$ cat config.mk
export PLATFORM = sky130hd
export DESIGN_NAME = waypoint_speed_profiler_unit
export DESIGN_NICKNAME = d
export VERILOG_FILES = /design/src/sv/wsp_pkg.sv /design/src/sv/waypoint_speed_profiler_unit.sv
export VERILOG_INCLUDE_DIRS = /design/src /design/src/sv
export SDC_FILE = /design/constraint.sdc
export NUM_CORES = 1
export LEC_CHECK = 0
export BUFFER_PORTS_ARGS = -buffer_cell sky130_fd_sc_hd__buf_2
export CAP_MARGIN = 20
export CORE_MARGIN = 2
export CORE_UTILIZATION = 30
export DETAILED_ROUTE_END_ITERATION = 6
export SLEW_MARGIN = 20
export SYNTH_ARGS = -nofsm -noshare
export SYNTH_HDL_FRONTEND = slang
export SYNTH_SLANG_ARGS = --single-unit
$ cat constraint.sdc
create_clock -name clk -period 28 [get_ports clk]
set_input_delay 0 -clock clk [delete_from_list [all_inputs] [get_ports clk]]
set_output_delay 0 -clock clk [all_outputs]
set_load 0.02 [all_outputs]
$ cat src/sv/waypoint_speed_profiler_unit_assert.svh
// ----------------------------------------------------------------------------
// Waypoint speed profiler assertion macros
// Shorthand for clocked, reset-gated concurrent assertions.
// ----------------------------------------------------------------------------
`ifndef WAYPOINT_SPEED_PROFILER_UNIT_ASSERT_SVH
`define WAYPOINT_SPEED_PROFILER_UNIT_ASSERT_SVH

// Same-cycle implication.
`define WSP_ASSERT_NOW(label, clk, rst_n, ante, cons, msg) \
    label: assert property (@(posedge clk) disable iff (!rst_n) (ante) |-> (cons)) \
        else $error(msg);

// Next-cycle implication.
`define WSP_ASSERT_NEXT(label, clk, rst_n, ante, cons, msg) \
    label: assert property (@(posedge clk) disable iff (!rst_n) (ante) |=> (cons)) \
        else $error(msg);

`endif

$ cat src/sv/wsp_pkg.sv
// ----------------------------------------------------------------------------
// wsp_pkg
// Shared codes, constants and defaults of the waypoint speed profiler.
// ----------------------------------------------------------------------------
`timescale 1ns / 1ps

package wsp_pkg;

    typedef logic [2:0] phase_t;
    typedef logic [1:0] cause_t;

    // phase codes
    localparam phase_t PH_IDLE   = 3'd0;
    localparam phase_t PH_ACCEL  = 3'd1;
    localparam phase_t PH_CRUISE = 3'd2;
    localparam phase_t PH_DECEL  = 3'd3;
    localparam phase_t PH_SLOW   = 3'd4;

    // end causes
    localparam cause_t CAUSE_NONE    = 2'd0;
    localparam cause_t CAUSE_REACHED = 2'd1;
    localparam cause_t CAUSE_TIMEOUT = 2'd2;
    localparam cause_t CAUSE_OVERRUN = 2'd3;

    // input commands
    localparam logic CMD_TICK  = 1'b0;
    localparam logic CMD_START = 1'b1;

    // register indexes (byte address = 4 * index)
    localparam logic [2:0] REG_STEP_UP     = 3'd0;
    localparam logic [2:0] REG_STEP_DOWN   = 3'd1;
    localparam logic [2:0] REG_CRUISE_SPD  = 3'd2;
    localparam logic [2:0] REG_ACCEL_TICKS = 3'd3;
    localparam logic [2:0] REG_DECEL_TICKS = 3'd4;
    localparam logic [2:0] REG_CRUISE_EXIT = 3'd5;
    localparam logic [2:0] REG_HEADING_TOL = 3'd6;
    localparam logic [2:0] REG_TURN_GAIN   = 3'd7;

    localparam int ADDR_W = 5;
    localparam int DATA_W = 32;

    // register reset values
    localparam logic [9:0]  RST_STEP_UP     = 10'd10;
    localparam logic [9:0]  RST_STEP_DOWN   = 10'd10;
    localparam logic [10:0] RST_CRUISE_SPD  = 11'd200;
    localparam logic [15:0] RST_ACCEL_TICKS = 16'd100;
    localparam logic [15:0] RST_DECEL_TICKS = 16'd100;
    localparam logic [15:0] RST_CRUISE_EXIT = 16'd300;
    localparam logic [13:0] RST_HEADING_TOL = 14'd200;
    localparam logic [15:0] RST_TURN_GAIN   = 16'd4096;

    // Q12 angle limits
    localparam logic [15:0] PI_Q12       = 16'd12868;
    localparam logic [16:0] TWO_PI_Q12   = 17'd25736;
    localparam logic [15:0] FLIP_LIM_Q12 = 16'd21446;  // 300 deg
    localparam logic [15:0] OVRN_LIM_Q12 = 16'd7148;   // 100 deg

    // parameter defaults
    localparam int DEF_ACCEL_UPDATE_PERIOD = 4;
    localparam int DEF_DECEL_UPDATE_PERIOD = 4;
    localparam int DEF_SLOW_TIMEOUT_TICKS  = 1000;
    localparam int DEF_ACCEL_EXIT_DIST     = 150;
    localparam int DEF_SLOW_EXIT_DIST      = 10;

endpackage

$ cat src/sv/waypoint_speed_profiler_unit.sv
// ----------------------------------------------------------------------------
// waypoint_speed_profiler_unit
// Trapezoidal linear speed profile with proportional heading correction.
// ----------------------------------------------------------------------------
// Usage:
//   Input channel (in_valid/in_ready): cmd, dist_mm, heading_err. A start
//   (cmd=1) arms a move; each tick (cmd=0) advances the profile one step.
//   Output channel (out_valid/out_ready): one result per input transfer,
//   lin_vel, ang_vel, phase, move_done, end_cause, in input order.
//   Order: an input transfer lands in the input register; the result
//   register loads from it once the receiver can take a result, and
//   out_valid rises with that load. Throughput: one item per cycle while
//   the receiver takes results, set by the combinational path from input
//   register (heading multiply, phase chain) to result register.
//   Receiver stall: the result register holds; the input register still
//   takes one more item, then in_ready drops until the result is taken.
//   Reset (rst_n low, async): phase idle, speeds and counters zero, both
//   channels empty, registers at their defaults.
//   APB port: 8 registers at byte address 4*i, writes at the access cycle,
//   pready tied high; write only while the block is idle.
// ----------------------------------------------------------------------------
`timescale 1ns / 1ps

`include "waypoint_speed_profiler_unit_assert.svh"

module waypoint_speed_profiler_unit #(
    parameter int ACCEL_UPDATE_PERIOD = wsp_pkg::DEF_ACCEL_UPDATE_PERIOD,
    parameter int DECEL_UPDATE_PERIOD = wsp_pkg::DEF_DECEL_UPDATE_PERIOD,
    parameter int SLOW_TIMEOUT_TICKS  = wsp_pkg::DEF_SLOW_TIMEOUT_TICKS,
    parameter int ACCEL_EXIT_DIST     = wsp_pkg::DEF_ACCEL_EXIT_DIST,
    parameter int SLOW_EXIT_DIST      = wsp_pkg::DEF_SLOW_EXIT_DIST
) (
    input  logic                          clk,
    input  logic                          rst_n,
    // config
    input  logic                          psel,
    input  logic                          penable,
    input  logic                          pwrite,
    input  logic [wsp_pkg::ADDR_W-1:0]    paddr,
    input  logic [wsp_pkg::DATA_W-1:0]    pwdata,
    output logic [wsp_pkg::DATA_W-1:0]    prdata,
    output logic                          pready,
    // input channel
    input  logic                          in_valid,
    output logic                          in_ready,
    input  logic                          cmd,
    input  logic [15:0]                   dist_mm,
    input  logic signed [15:0]            heading_err,
    // output channel
    output logic                          out_valid,
    input  logic                          out_ready,
    output logic signed [15:0]            lin_vel,
    output logic signed [15:0]            ang_vel,
    output logic [2:0]                    phase,
    output logic                          move_done,
    output logic [1:0]                    end_cause
);

    localparam int MaxPeriod = (ACCEL_UPDATE_PERIOD > DECEL_UPDATE_PERIOD) ?
                               ACCEL_UPDATE_PERIOD : DECEL_UPDATE_PERIOD;
    localparam int CntW = (MaxPeriod > 1) ? $clog2(MaxPeriod) : 1;

    localparam logic [CntW-1:0] AccLast   = CntW'(ACCEL_UPDATE_PERIOD - 1);
    localparam logic [CntW-1:0] DecLast   = CntW'(DECEL_UPDATE_PERIOD - 1);
    localparam logic [15:0]     SlowLimit = 16'(SLOW_TIMEOUT_TICKS);
    localparam logic [15:0]     AccExit   = 16'(ACCEL_EXIT_DIST);
    localparam logic [15:0]     SlowExit  = 16'(SLOW_EXIT_DIST);

    // ------------------------------------------------------------------
    // configuration registers
    // ------------------------------------------------------------------
    logic [9:0]  step_up_reg;
    logic [9:0]  step_down_reg;
    logic [10:0] cruise_speed_reg;
    logic [15:0] accel_ticks_reg;
    logic [15:0] decel_ticks_reg;
    logic [15:0] cruise_exit_reg;
    logic [13:0] heading_tol_reg;
    logic [15:0] turn_gain_reg;

    logic        cfg_wr;
    logic [2:0]  cfg_idx;

    assign pready  = 1'b1;
    assign cfg_wr  = psel & penable & pwrite;
    assign cfg_idx = paddr[4:2];

    always_ff @(posedge clk or negedge rst_n)
    begin
        if (!rst_n)
        begin
            step_up_reg      <= wsp_pkg::RST_STEP_UP;
            step_down_reg    <= wsp_pkg::RST_STEP_DOWN;
            cruise_speed_reg <= wsp_pkg::RST_CRUISE_SPD;
            accel_ticks_reg  <= wsp_pkg::RST_ACCEL_TICKS;
            decel_ticks_reg  <= wsp_pkg::RST_DECEL_TICKS;
            cruise_exit_reg  <= wsp_pkg::RST_CRUISE_EXIT;
            heading_tol_reg  <= wsp_pkg::RST_HEADING_TOL;
            turn_gain_reg    <= wsp_pkg::RST_TURN_GAIN;
        end
        else if (cfg_wr)
        begin
            case (cfg_idx)
                wsp_pkg::REG_STEP_UP:     step_up_reg      <= pwdata[9:0];
                wsp_pkg::REG_STEP_DOWN:   step_down_reg    <= pwdata[9:0];
                wsp_pkg::REG_CRUISE_SPD:  cruise_speed_reg <= pwdata[10:0];
                wsp_pkg::REG_ACCEL_TICKS: accel_ticks_reg  <= pwdata[15:0];
                wsp_pkg::REG_DECEL_TICKS: decel_ticks_reg  <= pwdata[15:0];
                wsp_pkg::REG_CRUISE_EXIT: cruise_exit_reg  <= pwdata[15:0];
                wsp_pkg::REG_HEADING_TOL: heading_tol_reg  <= pwdata[13:0];
                wsp_pkg::REG_TURN_GAIN:   turn_gain_reg    <= pwdata[15:0];
                default: ;
            endcase
        end
    end

    always_comb
    begin
        case (cfg_idx)
            wsp_pkg::REG_STEP_UP:     prdata = {22'd0, step_up_reg};
            wsp_pkg::REG_STEP_DOWN:   prdata = {22'd0, step_down_reg};
            wsp_pkg::REG_CRUISE_SPD:  prdata = {21'd0, cruise_speed_reg};
            wsp_pkg::REG_ACCEL_TICKS: prdata = {16'd0, accel_ticks_reg};
            wsp_pkg::REG_DECEL_TICKS: prdata = {16'd0, decel_ticks_reg};
            wsp_pkg::REG_CRUISE_EXIT: prdata = {16'd0, cruise_exit_reg};
            wsp_pkg::REG_HEADING_TOL: prdata = {18'd0, heading_tol_reg};
            wsp_pkg::REG_TURN_GAIN:   prdata = {16'd0, turn_gain_reg};
            default:                  prdata = '0;
        endcase
    end

    // ------------------------------------------------------------------
    // handshake: input register -> result register
    // ------------------------------------------------------------------
    logic               s1_valid_reg;
    logic               s1_cmd_reg;
    logic [15:0]        s1_dist_reg;
    logic signed [15:0] s1_err_reg;
    logic               out_valid_reg;
    logic               advance;
    logic               fire;

    assign advance  = ~out_valid_reg | out_ready;
    assign in_ready = ~s1_valid_reg | advance;
    assign fire     = s1_valid_reg & advance;

    always_ff @(posedge clk or negedge rst_n)
    begin
        if (!rst_n)
        begin
            s1_valid_reg  <= 1'b0;
            out_valid_reg <= 1'b0;
        end
        else
        begin
            if (in_ready)
                s1_valid_reg <= in_valid;
            if (advance)
                out_valid_reg <= s1_valid_reg;
        end
    end

    always_ff @(posedge clk)
    begin
        if (in_valid && in_ready)
        begin
            s1_cmd_reg  <= cmd;
            s1_dist_reg <= dist_mm;
            s1_err_reg  <= heading_err;
        end
    end

    // ------------------------------------------------------------------
    // heading correction
    // ------------------------------------------------------------------
    logic [15:0]        mag;
    logic signed [16:0] wrapped;
    logic               corr;
    logic [29:0]        prod;
    logic [30:0]        prod_rnd;
    logic [18:0]        ang_mag;
    logic [15:0]        ang_sat;
    logic               ang_neg;
    logic signed [15:0] ang_corr;

    // magnitude of -32768 is 32768, still fits 16 unsigned bits
    assign mag     = s1_err_reg[15] ? (~s1_err_reg + 16'd1) : s1_err_reg;
    assign wrapped = (mag > wsp_pkg::PI_Q12) ?
                     $signed(wsp_pkg::TWO_PI_Q12 - {1'b0, mag}) : $signed({1'b0, mag});
    assign corr    = wrapped > $signed({3'b000, heading_tol_reg});

    // only used when wrapped > tol >= 0, so wrapped[13:0] holds it
    assign prod     = turn_gain_reg * wrapped[13:0];
    assign prod_rnd = {1'b0, prod} + 31'd2048;
    assign ang_mag  = prod_rnd[30:12];
    assign ang_sat  = (ang_mag > 19'd32767) ? 16'd32767 : ang_mag[15:0];
    assign ang_neg  = ~s1_err_reg[15] ^ (mag > wsp_pkg::FLIP_LIM_Q12);
    assign ang_corr = ang_neg ? $signed(~ang_sat + 16'd1) : $signed(ang_sat);

    // ------------------------------------------------------------------
    // profile state and phase chain
    // ------------------------------------------------------------------
    wsp_pkg::phase_t    move_phase_reg, move_phase_next;
    logic [15:0]        phase_ticks_reg, phase_ticks_next;
    logic signed [15:0] lin_speed_reg, lin_speed_next;
    logic signed [15:0] ang_speed_reg, ang_speed_next;
    logic [CntW-1:0]    upd_cnt_reg, upd_cnt_next;   // phase_ticks mod period
    logic               done_next;
    wsp_pkg::cause_t    cause_next;
    logic               emitted;
    logic               fresh;
    logic [16:0]        lin_up;
    logic [16:0]        lin_dn;
    logic [15:0]        slow_ticks;

    function automatic logic signed [15:0] sat16(input logic [16:0] v);
        if (v[16] != v[15])
            sat16 = v[16] ? 16'sh8000 : 16'sh7fff;
        else
            sat16 = $signed(v[15:0]);
    endfunction

    always_comb
    begin
        move_phase_next  = move_phase_reg;
        phase_ticks_next = phase_ticks_reg;
        lin_speed_next   = lin_speed_reg;
        ang_speed_next   = ang_speed_reg;
        upd_cnt_next     = upd_cnt_reg;
        done_next        = 1'b0;
        cause_next       = wsp_pkg::CAUSE_NONE;
        emitted          = 1'b0;
        fresh            = 1'b0;
        lin_up           = '0;
        lin_dn           = '0;
        slow_ticks       = '0;

        if (s1_cmd_reg == wsp_pkg::CMD_START)
        begin
            move_phase_next  = wsp_pkg::PH_ACCEL;
            phase_ticks_next = '0;
            upd_cnt_next     = '0;
        end
        else if (move_phase_reg < wsp_pkg::PH_ACCEL || move_phase_reg > wsp_pkg::PH_SLOW)
        begin
            move_phase_next = wsp_pkg::PH_IDLE;
        end
        else
        begin
            if (corr)
                ang_speed_next = ang_corr;

            if (move_phase_next == wsp_pkg::PH_ACCEL)
            begin
                if (phase_ticks_next < accel_ticks_reg && s1_dist_reg > AccExit)
                begin
                    lin_up = {lin_speed_next[15], lin_speed_next} + {7'd0, step_up_reg};
                    if (upd_cnt_next == '0)
                        lin_speed_next = sat16(lin_up);
                    upd_cnt_next     = (upd_cnt_next == AccLast) ? '0 : upd_cnt_next + 1'b1;
                    phase_ticks_next = phase_ticks_next + 16'd1;
                    emitted          = 1'b1;
                end
                else
                begin
                    move_phase_next  = wsp_pkg::PH_CRUISE;
                    lin_speed_next   = $signed({5'd0, cruise_speed_reg});
                    ang_speed_next   = '0;
                    phase_ticks_next = '0;
                    upd_cnt_next     = '0;
                    fresh            = 1'b1;
                end
            end

            if (!emitted && move_phase_next == wsp_pkg::PH_CRUISE)
            begin
                if (s1_dist_reg > cruise_exit_reg)
                    emitted = 1'b1;
                else
                begin
                    move_phase_next  = wsp_pkg::PH_DECEL;
                    phase_ticks_next = '0;
                    upd_cnt_next     = '0;
                    fresh            = 1'b1;
                end
            end

            if (!emitted && move_phase_next == wsp_pkg::PH_DECEL)
            begin
                if (phase_ticks_next < decel_ticks_reg)
                begin
                    lin_dn = {lin_speed_next[15], lin_speed_next} - {7'd0, step_down_reg};
                    if (upd_cnt_next == '0)
                        lin_speed_next = sat16(lin_dn);
                    upd_cnt_next     = (upd_cnt_next == DecLast) ? '0 : upd_cnt_next + 1'b1;
                    phase_ticks_next = phase_ticks_next + 16'd1;
                    emitted          = 1'b1;
                end
                else
                begin
                    move_phase_next  = wsp_pkg::PH_SLOW;
                    phase_ticks_next = '0;
                    upd_cnt_next     = '0;
                    fresh            = 1'b1;
                end
            end

            if (!emitted && move_phase_next == wsp_pkg::PH_SLOW)
            begin
                // timeout and overrun only count on ticks after the first slow one
                if (!fresh)
                begin
                    slow_ticks       = phase_ticks_next + 16'd1;
                    phase_ticks_next = slow_ticks;
                    if (slow_ticks >= SlowLimit)
                        cause_next = wsp_pkg::CAUSE_TIMEOUT;
                    else if (mag > wsp_pkg::OVRN_LIM_Q12)
                        cause_next = wsp_pkg::CAUSE_OVERRUN;
                end
                if (cause_next == wsp_pkg::CAUSE_NONE && s1_dist_reg <= SlowExit)
                    cause_next = wsp_pkg::CAUSE_REACHED;
                if (cause_next != wsp_pkg::CAUSE_NONE)
                begin
                    move_phase_next  = wsp_pkg::PH_IDLE;
                    phase_ticks_next = '0;
                    upd_cnt_next     = '0;
                    lin_speed_next   = '0;
                    ang_speed_next   = '0;
                    done_next        = 1'b1;
                end
            end
        end
    end

    always_ff @(posedge clk or negedge rst_n)
    begin
        if (!rst_n)
        begin
            move_phase_reg  <= wsp_pkg::PH_IDLE;
            phase_ticks_reg <= '0;
            lin_speed_reg   <= '0;
            ang_speed_reg   <= '0;
            upd_cnt_reg     <= '0;
        end
        else if (fire)
        begin
            move_phase_reg  <= move_phase_next;
            phase_ticks_reg <= phase_ticks_next;
            lin_speed_reg   <= lin_speed_next;
            ang_speed_reg   <= ang_speed_next;
            upd_cnt_reg     <= upd_cnt_next;
        end
    end

    // ------------------------------------------------------------------
    // result register
    // ------------------------------------------------------------------
    logic signed [15:0] lin_vel_reg;
    logic signed [15:0] ang_vel_reg;
    wsp_pkg::phase_t    phase_reg;
    logic               move_done_reg;
    wsp_pkg::cause_t    end_cause_reg;

    always_ff @(posedge clk)
    begin
        if (fire)
        begin
            lin_vel_reg   <= lin_speed_next;
            ang_vel_reg   <= ang_speed_next;
            phase_reg     <= move_phase_next;
            move_done_reg <= done_next;
            end_cause_reg <= cause_next;
        end
    end

    assign out_valid = out_valid_reg;
    assign lin_vel   = lin_vel_reg;
    assign ang_vel   = ang_vel_reg;
    assign phase     = phase_reg;
    assign move_done = move_done_reg;
    assign end_cause = end_cause_reg;

    // ------------------------------------------------------------------
    // assertions
    // ------------------------------------------------------------------
    `WSP_ASSERT_NOW(a_done_stops, clk, rst_n,
        out_valid_reg && move_done_reg,
        phase_reg == wsp_pkg::PH_IDLE && lin_vel_reg == 16'sd0 && ang_vel_reg == 16'sd0,
        "final stop result is not an idle zero-speed command")
    `WSP_ASSERT_NOW(a_cause_match, clk, rst_n,
        out_valid_reg,
        move_done_reg == (end_cause_reg != wsp_pkg::CAUSE_NONE),
        "end cause disagrees with move_done")
    `WSP_ASSERT_NOW(a_idle_zero, clk, rst_n,
        move_phase_reg == wsp_pkg::PH_IDLE,
        lin_speed_reg == 16'sd0 && ang_speed_reg == 16'sd0,
        "held speeds not zero while idle")
    `WSP_ASSERT_NOW(a_cruise_cnt, clk, rst_n,
        move_phase_reg == wsp_pkg::PH_CRUISE,
        phase_ticks_reg == 16'd0 && upd_cnt_reg == '0,
        "tick counters running during cruise")
    `WSP_ASSERT_NEXT(a_result_loads, clk, rst_n,
        fire,
        out_valid_reg && phase_reg == $past(move_phase_next),
        "result register missed a finished item")

endmodule

==> results.py <==
metrics = {
    "die": {
        "coreArea_um2": 80400,
        "initial_utilization_pct": 30.3,
        "row_count": 104,
        "boundary_pin_count": 150,
        "dieHeight_um": 289,
        "die_w_um": 289,
        "dieArea_um2": 83400,
    },
    "clock_tree": {
        "cts_num_sinks": 235,
        "clock_path_buffers": 3,
        "tritoncts_clock_tree": "done",
        "cts_htree_levels": 1,
        "clk_latency_ns": 0.58,
        "cts_resized": 0,
        "clock_buffers_created_by_tritoncts": 28,
        "cts_setup_buffers": 0,
        "worst_setup_hold_path_clk_slew_ns": 0.06,
        "clock_tree.root_cell": "clkbuf_16",
    },
    "detailed_routing": {
        "wl_per_cell_um": 18.4,
        "final_antenna_violating_net_count": 0,
        "vias": 19900,
        "via_per_inst": 5.12,
        "wirelength_um": 71600,
        "drt_iter0_markers": 1320,
        "drc": 0,
        "drtPass1Iterations": 7,
    },
    "placed_design": {
        "gp_congestion": 0.880,
        "post-dp-hpwl_um": 55600,
        "portBuffers": 114,
    },
    "worst_setup_path": {
        "worst-endpoint-arrival_ns": 11.89,
        "worst_setup_path_start_kind": "flop",
        "slowest_stage": "a311oi_1",
        "worst_setup_path_end_kind": "flop",
        "worstReg2RegEnd": "ang_vel[15]",
        "worstSetupStartpoint": "s1_err_reg[0]",
        "critical-path-max-stage-delay_ns": 0.87,
        "regToRegStartpoint": "s1_err_reg[0]",
        "critPathRequiredTime_ns": 28.30,
        "crit_type": "flop to flop",
        "reg2reg_slack_ns": 16.41,
        "r2r_worst_path_depth": 38,
        "critical_path_peak_fanout": 21,
        "critPathMostFrequentCell": "inv_1",
        "setup.worst_path.end": "ang_vel[15]",
    },
    "synthesis": {
        "synth_cell_types": 106,
        "dominant_combinational_cell_family_by_area_after_synthesis": "adder cells",
        "synth-adder-area-share_pct": 23.9,
        "synth_compound_area_share_pct": 16.8,
        "ys.warnings.count": 0,
        "muxShareOfSynthArea_pct": 4.78,
        "synthXorXnorAreaFrac_pct": 3.27,
        "synth-edff-count": 71,
        "synthArstFlopShare_pct": 69.8,
        "syn-cell-area_um2": 24300,
        "sequential_to_total_area_share_from_yosys_stat_pct": 25.7,
        "synth_top_area_cell": "dfrtp_1",
        "synth_top_area_share_pct": 14.7,
        "synthSimpleGateAreaFrac_pct": 18.0,
        "post_synth_main_area_contributors": "dfrtp_1 15%, fa_1 14%, ha_1 9.9%",
        "synthFlopType": "dfrtp_1",
        "postSynthRegisterBits": 235,
        "avgSynthCellArea_um2": 9.02,
        "synthCells": 2698,
    },
    "grt": {
        "antenna_found_initial": 4,
        "maximum_number_of_pins_on_one_net_before_global_route_repair": 85,
        "grt_util_all_layers_pct": 17.4,
        "globalRouteOverflowTotal": 0,
        "first_global_vias": 20100,
        "grt_first_pass_wirelength_um": 114000,
    },
    "timing": {
        "rsz0062_at_grt": "no",
        "totalNegativeSetupSlack_ns": 0,
        "worst-slew-pin-transition_ns": 1.09,
        "final_period_demand_of_the_worst_path_ns": 11.59,
        "fmax_mhz": 86.3,
        "final_min_period_over_clock_period_pct": 41.4,
        "timing.final.setup_violations": 0,
        "timing.final.hold_violations": 0,
        "drv_slew": 0,
        "slew-limit-headroom_pct": 26.6,
        "worst_clock_skew_ns": 0.0299,
    },
    "run": {
        "reported_max_cap_violation_count": 0,
    },
    "layout": {
        "mostFrequentLayoutCell": "inv_1",
        "flow.area_growth_from_synthesis_pct": 12.9,
        "layout.cells.most_common_list": "323 x inv_1, 307 x nand2_1, 193 x ha_1, 169 x o21ai_0, 169 x fa_1",
        "final_layout_size_suffix_gt1_share_pct": 12.0,
        "num-nets-final": 3252,
    },
    "hold_path": {
        "hp-class": "input port to asynchronous set/reset pin",
    },
    "status": {
        "run_status": "finished clean",
    },
}
[worst min-delay path by stage]
stage | end | slack, ns | cells past startpoint | start
after floorplan | accel_ticks_reg[0] | -0.30 | 0 | rst_n
after global placement | lin_speed_reg[11] | 0.15 | 1 | rst_n
after detailed placement | lin_speed_reg[11] | 0.16 | 1 | rst_n
after CTS | s1_err_reg[8] | 0.10 | 2 | heading_err[8]
after global routing | s1_dist_reg[0] | 0.13 | 2 | dist_mm[0]
final | lin_speed_reg[11] | 0.12 | 2 | rst_n
[timing repair]
item / 4_1_cts / 5_1_grt
setup endpoints to repair: 0 / 0
endpoints found under the hold margin: 221 / 0
hold buffers: 53 / 0
[cells by family (layout without fill, tap and decap cells)]
logic type	count (synthesis)	in the layout
and+or+nand+nor	857	857
AOI/OAI and AO/OA	589	589
buffers and inverters	459	581
adders and majority gates	363	363
DFF	235	235
muxes	103	103
xor gates and xnor gates	90	90
other	2	18
[cells in the mapped netlist, types with 15 or more instances]
master,number
nand3_1,56
nor2_1,112
mux2_2,63
and3_1,21
nand4_1,31
nor2b_1,33
mux2i_1,35
dfrtp_1,143
xnor2_1,57
o21a_1,15
and2_1,133
inv_1,323
ha_1,193
buf_4,20
fa_1,169
a22o_1,51
xor2_1,32
a21oi_1,100
dfstp_2,21
edfxtp_1,71
nand2_1,307
o21ai_0,170
nor4_1,19
clkbuf_1,96
nand2b_1,26
a21o_1,42
nor3_1,38
o2bb2ai_1,16
[final cells by class]
type                            count  area (um^2)
Fill cell                        8381        53000
Multi-Input combinational cell   2019        16300
Sequential cell                   235         6260
Timing Repair Buffer              206         1400
Tap cell                         1060         1330
Inverter                          323         1210
Clock buffer                       37          769
Clock inverter                     15          156
Antenna cell                        1         2.50
[routing by layer]
metal	vias to the layer above	track usage (%)	wire length, um	part of all wire, %
met5	-	0	35	0.049
met4	6	5.27	2110	3.0
met3	102	1.66	3050	4.3
met2	485	31.3	36200	51
met1	9787	21.8	30200	42
li1	9554	-	-	-
[critical path: cells and delay by family, from the launching register on]
family / cells / cell delay (ns)
adder cells (fa/ha/maj): 9 / 3.85
AO/OA/AOI/OAI: 13 / 3.27
AND/OR/NAND/NOR: 8 / 1.42
buffers and inverters: 7 / 1.20
flip-flops: 1 / 0.80
XOR/XNOR: 1 / 0.74
[stage by stage]
step | instance area [um^2] | hold WS, ns | util, % | worst slack (ns) | std cells
after floorplan | 24400 | -0.296 | - | 18.08 | 2713
after global placement | 26000 | 0.148 | 32.3 | 16.51 | 3790
after detailed placement | 26000 | 0.155 | 32.3 | 16.51 | 3790
after CTS | 27400 | 0.102 | 34.1 | 16.47 | 3895
after global routing | 27500 | 0.128 | 34.1 | 15.71 | 3896
final | 27500 | 0.115 | 34.1 | 16.41 | 3896
Power is left out: the tool's default activity adds up to more than one toggle a clock period on the data nets, which glitch-free logic cannot reach.
